### config.mk
export PLATFORM = sky130hd
export DESIGN_NAME = bbt_cell
export DESIGN_NICKNAME = d
export VERILOG_FILES = /design/src/rtl/bbt_pkg.sv /design/src/rtl/bbt_cell.sv
export SDC_FILE = /design/constraint.sdc
export NUM_CORES = 1
export LEC_CHECK = 0
export ABC_AREA = 0
export BUFFER_PORTS_ARGS = -buffer_cell sky130_fd_sc_hd__clkbuf_2
export CORE_UTILIZATION = 46
export DETAILED_ROUTE_END_ITERATION = 8
export PLACE_DENSITY = 0.85
export SYNTH_ARGS = -nofsm -noshare
export SYNTH_HDL_FRONTEND = slang
export SYNTH_SLANG_ARGS = --single-unit
### constraint.sdc
create_clock -name clock -period 3.3 [get_ports clock]
set_clock_uncertainty 0.05 [all_clocks]
set_input_delay 0.66 -clock clock [delete_from_list [all_inputs] [get_ports clock]]
set_output_delay 0.66 -clock clock [all_outputs]
set_load 0.005 [all_outputs]
### src/rtl/bbt_pkg.sv
// Shared types and constants of the box blur and threshold stream block.
`default_nettype none

package bbt_pkg;

   // Line buffer depth, the widest row that the blur can hold.
   localparam int MAX_WIDTH = 2048;
   localparam int COL_W = $clog2(MAX_WIDTH);
   localparam int DIM_W = 12;
   localparam int CNT_W = (COL_W + 1 > DIM_W) ? COL_W + 1 : DIM_W;

   localparam int CHAN_W = 8;
   localparam int CHANS = 3;
   localparam int LEVEL_W = 8;
   localparam int COLSUM_W = 10;
   localparam int WINSUM_W = 12;
   localparam int NUM_CELLS = 3;

   // Reciprocal of nine for the window sums, exact for every sum below 2^15.
   localparam int DIV9_SHIFT = 16;
   localparam int DIV9_MUL = (1 << DIV9_SHIFT) / 9 + 1;
   localparam int DIV9_MUL_W = 13;
   localparam int PROD_W = WINSUM_W + DIV9_MUL_W;

   localparam int CSR_INDEX_W = 3;
   localparam int CSR_DATA_W = 12;

   localparam logic [DIM_W-1:0] MIN_DIM = DIM_W'(3);
   localparam logic [DIM_W-1:0] WIDTH_RESET = DIM_W'(640);
   localparam logic [DIM_W-1:0] HEIGHT_RESET = DIM_W'(480);
   localparam logic [LEVEL_W-1:0] LEVEL_RESET = LEVEL_W'(128);
   localparam logic [CHAN_W-1:0] CHAN_WHITE = CHAN_W'(255);
   localparam logic [CHAN_W-1:0] CHAN_BLACK = CHAN_W'(0);

   typedef enum logic [CSR_INDEX_W-1:0] {
      CSR_BLUR_ENABLE      = 3'd0,
      CSR_THRESHOLD_ENABLE = 3'd1,
      CSR_THRESHOLD_LEVEL  = 3'd2,
      CSR_FRAME_WIDTH      = 3'd3,
      CSR_FRAME_HEIGHT     = 3'd4
   } csr_index_type;

   // Channel 0 is blue, 1 green, 2 red.
   typedef logic [CHANS-1:0][CHAN_W-1:0] pixel_type;
   typedef logic [CHANS-1:0][COLSUM_W-1:0] colsum_type;
   typedef logic [CHANS-1:0][WINSUM_W-1:0] winsum_type;

   typedef struct packed {
      logic shift;
      logic clear;
   } cell_ctrl_type;

   typedef struct packed {
      logic             en;
      logic [COL_W-1:0] addr;
      pixel_type        top;
      pixel_type        mid;
   } lb_wr_type;

endpackage

`default_nettype wire

### src/rtl/bbt_cell.sv
// One window column cell: holds a column sum and adds it to the passing total.
`default_nettype none

module bbt_cell (
   input  wire                    clock,
   input  wire                    reset,
   input  bbt_pkg::cell_ctrl_type ctrl,
   input  bbt_pkg::colsum_type    col_in,
   input  bbt_pkg::winsum_type    part_in,
   output bbt_pkg::colsum_type    col_out,
   output bbt_pkg::winsum_type    part_out
);

   bbt_pkg::colsum_type col_ff;

   always_ff @(posedge clock) begin
      if (reset || ctrl.clear) begin
         col_ff <= '0;
      end else if (ctrl.shift) begin
         col_ff <= col_in;
      end
   end

   assign col_out = col_ff;

   always_comb begin
      for (int k = 0; k < bbt_pkg::CHANS; k++) begin
         part_out[k] = part_in[k] + bbt_pkg::WINSUM_W'(col_ff[k]);
      end
   end

endmodule

`default_nettype wire

== Yosys cells after proc, flatten, opt, wreduce, memory -nomap -nowiden ==
Cells that the tools add are included.

* Add/subtract/negate cells: 3
* Reduce and logical (&&, ||, !) cells: 1

{| class="wikitable"
|+ Operators with widths
! cell !! number
|-
| 12-bit by 10-bit adder with 12-bit output || 3
|-
| 1-bit logical OR || 1
|}

* Register bits after elaboration: 30
* Bits of input ports: 70
* Output and inout bits: 66
* Logic and storage cells: 7

== Logic depth before layout (Yosys ltp) ==
* Depth in word-level cells: 1
* Depth in mapped cells: 6
* Gate-level depth less buffers: 6

== Least setup slack after synthesis ==
OpenSTA, ideal clock, no wires.

* Path type: input to output
* Start point: input part_in[12] (netlist name)
* End point: output part_out[22] (netlist name)
* Arrival: 2.360 ns
* Required time: 2.590 ns
* Slack: 0.230 ns
* Cell stages on the path: 6
* Path buffers: 0
* Cell sequence: ha_1 -> fa_1 -> a21o_1 -> a221oi_2 -> nor3_1 -> or4_1

{| class="wikitable"
|+ RTL lines
! element !! RTL line !! source
|-
| from (decl) || bbt_cell.sv:9 || <nowiki>input bbt_pkg::winsum_type part_in,</nowiki>
|-
| to (decl) || bbt_cell.sv:11 || <nowiki>output bbt_pkg::winsum_type part_out</nowiki>
|}

==> results.toml <==
[pwr]
power_density_nw_per_um2 = 297.3
p_sw_uw = 312.7
p_total_mw = 1.026
internal_power_uw = 712.9
p_sw_share_pct = 30.49
ir_drop_uv = 187.3
leakage_nw = 1.897
power_frac_clock_pct = 29.7
sequentialPowerShare_pct = 37.6
p_comb_share_pct = 32.7

[cells_and_area]
fin_nets = 535
nFillCells = 459
final_common_cell = "clkbuf_2"
largest_reg_flops = 30
antennaDiodeCount = 0
areaGrowthSynthToFinish_pct = 35.95
final_area_sq_um = 3450
utilization_pct = 66.27
layout_common_cells = "134 x clkbuf_2, 35 x nor2_1, 30 x mux2i_1, 30 x dfxtp_1, 28 x ha_1"
final_layout_size_suffix_gt1_share_pct = 36.49
final_cells = 503

[synthesis]
post-synth-top-area-cell = "dfxtp_1"
syn_inst = 289
syn_nets = 392
synthDistinctLibCells = 34
synthTopCellsByArea = "dfxtp_1 24%, ha_1 15%, mux2i_1 12%"
synth_area_per_cell_sq_um = 8.780
yosysTopAreaCellShare_pct = 23.67
synth_edf_count = 0
synth_area_sq_um = 2537
ys_seq_area_share_pct = 23.67
synth_flop_cell = "dfxtp_1"
ys_ff_latch = 30
async_flop_share_pct = 0
ys_warn_count = 0

[worst_setup_path]
cp_num_buf_inv = 4
cp_slowest_cell = "or4_1"
crit_type = "input port to output pin"
crit_fanout = 5
worstPathRequired_ns = 2.59
end_kind = "output pin"
slowest_delay_ns = 0.50
r2r.worst_path.cells = 2
arrival_ns = 2.55
crit_chain = "clkbuf_2 -> ha_1 -> and3_1 -> a221oi_2 -> buf_4 -> buf_4 -> o2111a_1 -> or4_1 -> clkbuf_2"
path_depth = 9
cp-start-kind = "input port"
path_delay_family = "simple AND/OR/NAND/NOR gates"

[worst_hold_path]
hold_path.class = "flop to flop"
hold_depth = 2

[sta]
relSlewSlack_pct = 30.75
tightest_slew_ns = 1.039
max_freq_mhz = 306.6
finalSetupTns_ns = 0
hold_slack_ns = 0.4783
hold_viol_final = 0
post-route-min-period_ns = 3.262
timing.final.ws_setup_ns = 0.03827
finalCritPeriodShare_pct = 98.84
setup_viol = 0
slew_violations = 0

[routing]
ant_nets = 0
drtIter0Drc = 60
routed_wl_um = 6877
avgViaCountPerCell = 5.447
post_drt_wl_per_cell_um = 13.67
drc = 0
first_pass_iters = 5
vias = 2740

[floorplanning]
start_util_pct = 48.75
pin_count = 136
die_width_um = 76.27
die_area_sq_um = 5817
std_cell_rows = 26
die_height_um = 76.27
coreArea_sq_um = 5205

[global_routing]
met1_usage_pct = 26.32
antenna_found_initial = 0
grt_pass1_vias = 2554
met3_usage_pct = 6.587
grt_use_met2_pct = 44.32
gr-max-usage-layer = "met2"
track_usage_pct = 23.61
grt_pass1_wl_um = 11360
grt_max_degree = 31
grt.overflow.total = 0

[clocking]
clkLatencyLatePin_ns = 0.27
numCtsBuffers = 5
clk_pin_slew_worst_paths_ns = 0.06
tritoncts = "built"
root_buffer = "clkbuf_8"
cts.sinks = 30
clock_path_buffers = 2
cts_hold_buf = 0
h-tree-depth = 2

[place]
dp_cells = 492
dpl_cell_area_sq_um = 3309
port_buffers = 135
gp_congestion = 0.8723
hpwl_um = 5539
pre_cts_slack_ns = -0.03068

[status]
run_status = "complete, no violations"

[run]
maxCapViolations = 0
-- tightest hold or removal path, delay by kind of cell (launching register included) --
kind	cells	cell delay (ns)
AND/OR/NAND/NOR	1	0.07
multiplexers	1	0.07
flip-flops	1	0.35
-- cell usage after synthesis, drive strengths merged, types with 2 or more instances --
library cell   n
a2111oi        3
a211oi         3
a21o          15
a21oi         24
a221oi         6
a22oi          3
a31oi          2
and3           9
buf            2
clkbuf         5
dfxtp         30
fa             3
ha            30
inv            8
mux2i         30
nand2          6
nand2b         6
nand3          6
nand3b         3
nand4b         3
nor2          35
nor3           6
o2111a         3
o211ai         6
o21ai          8
or3            4
or4            2
xnor2         15
xor2           9
-- layout make-up --
type / count / area (sq um) / share of cell area (%)
Inverter: 8 / 30.03 / 0.8705
Tap cell: 70 / 87.58 / 2.539
Multi-Input combinational cell: 244 / 1898 / 55.02
Clock inverter: 1 / 5.005 / 0.1451
Sequential cell: 30 / 600.6 / 17.41
Timing Repair Buffer: 143 / 742.0 / 21.51
Clock buffer: 7 / 86.33 / 2.503
-- power groups by stage --
stage | sequential (mW) | clock (mW) | combinational [mW]
floorplan | 0.392 | 0 | 0.190
global placement | 0.393 | 0 | 0.320
detailed placement | 0.393 | 0 | 0.330
CTS | 0.385 | 0.316 | 0.332
global route | 0.387 | 0.337 | 0.368
finish | 0.386 | 0.304 | 0.336
-- worst paths after layout --
kind | from | end | slack, ns
max | part_in[16] | part_out[22] | 0.04
max reg2reg | col_out[21] | col_out[21] | 2.53
min reg2reg | col_out[12] | col_out[12] | 0.48
min | col_out[12] | col_out[12] | 0.48
-- timing repair --
action,in CTS,in global routing
gates resized for setup,2,5
endpoints found under the setup margin,1,2
buffers inserted,1,2
pin swaps,1,6
-- logic make-up (layout without fill, tap and decap cells) --
family | Yosys count | in the layout | share of synthesized area, %
and+or+nand+nor | 82 | 82 | 16.12
AOI/OAI and AO/OA | 75 | 75 | 20.61
adders and majority gates | 33 | 33 | 17.16
muxes | 30 | 30 | 11.83
DFF | 30 | 30 | 23.67
xor gates and xnor gates | 24 | 24 | 8.284
buffers and inverters | 15 | 159 | 2.318
-- layer usage --
| metal | routed length [um] | vias up |
|---|---|---|
| li1 | - | 1370 |
| met1 | 2862 | 1263 |
| met2 | 3556 | 97 |
| met3 | 394 | 10 |
| met4 | 63 | 0 |
| met5 | 0 | - |
Note: power is estimated with default switching activity, not from simulation.
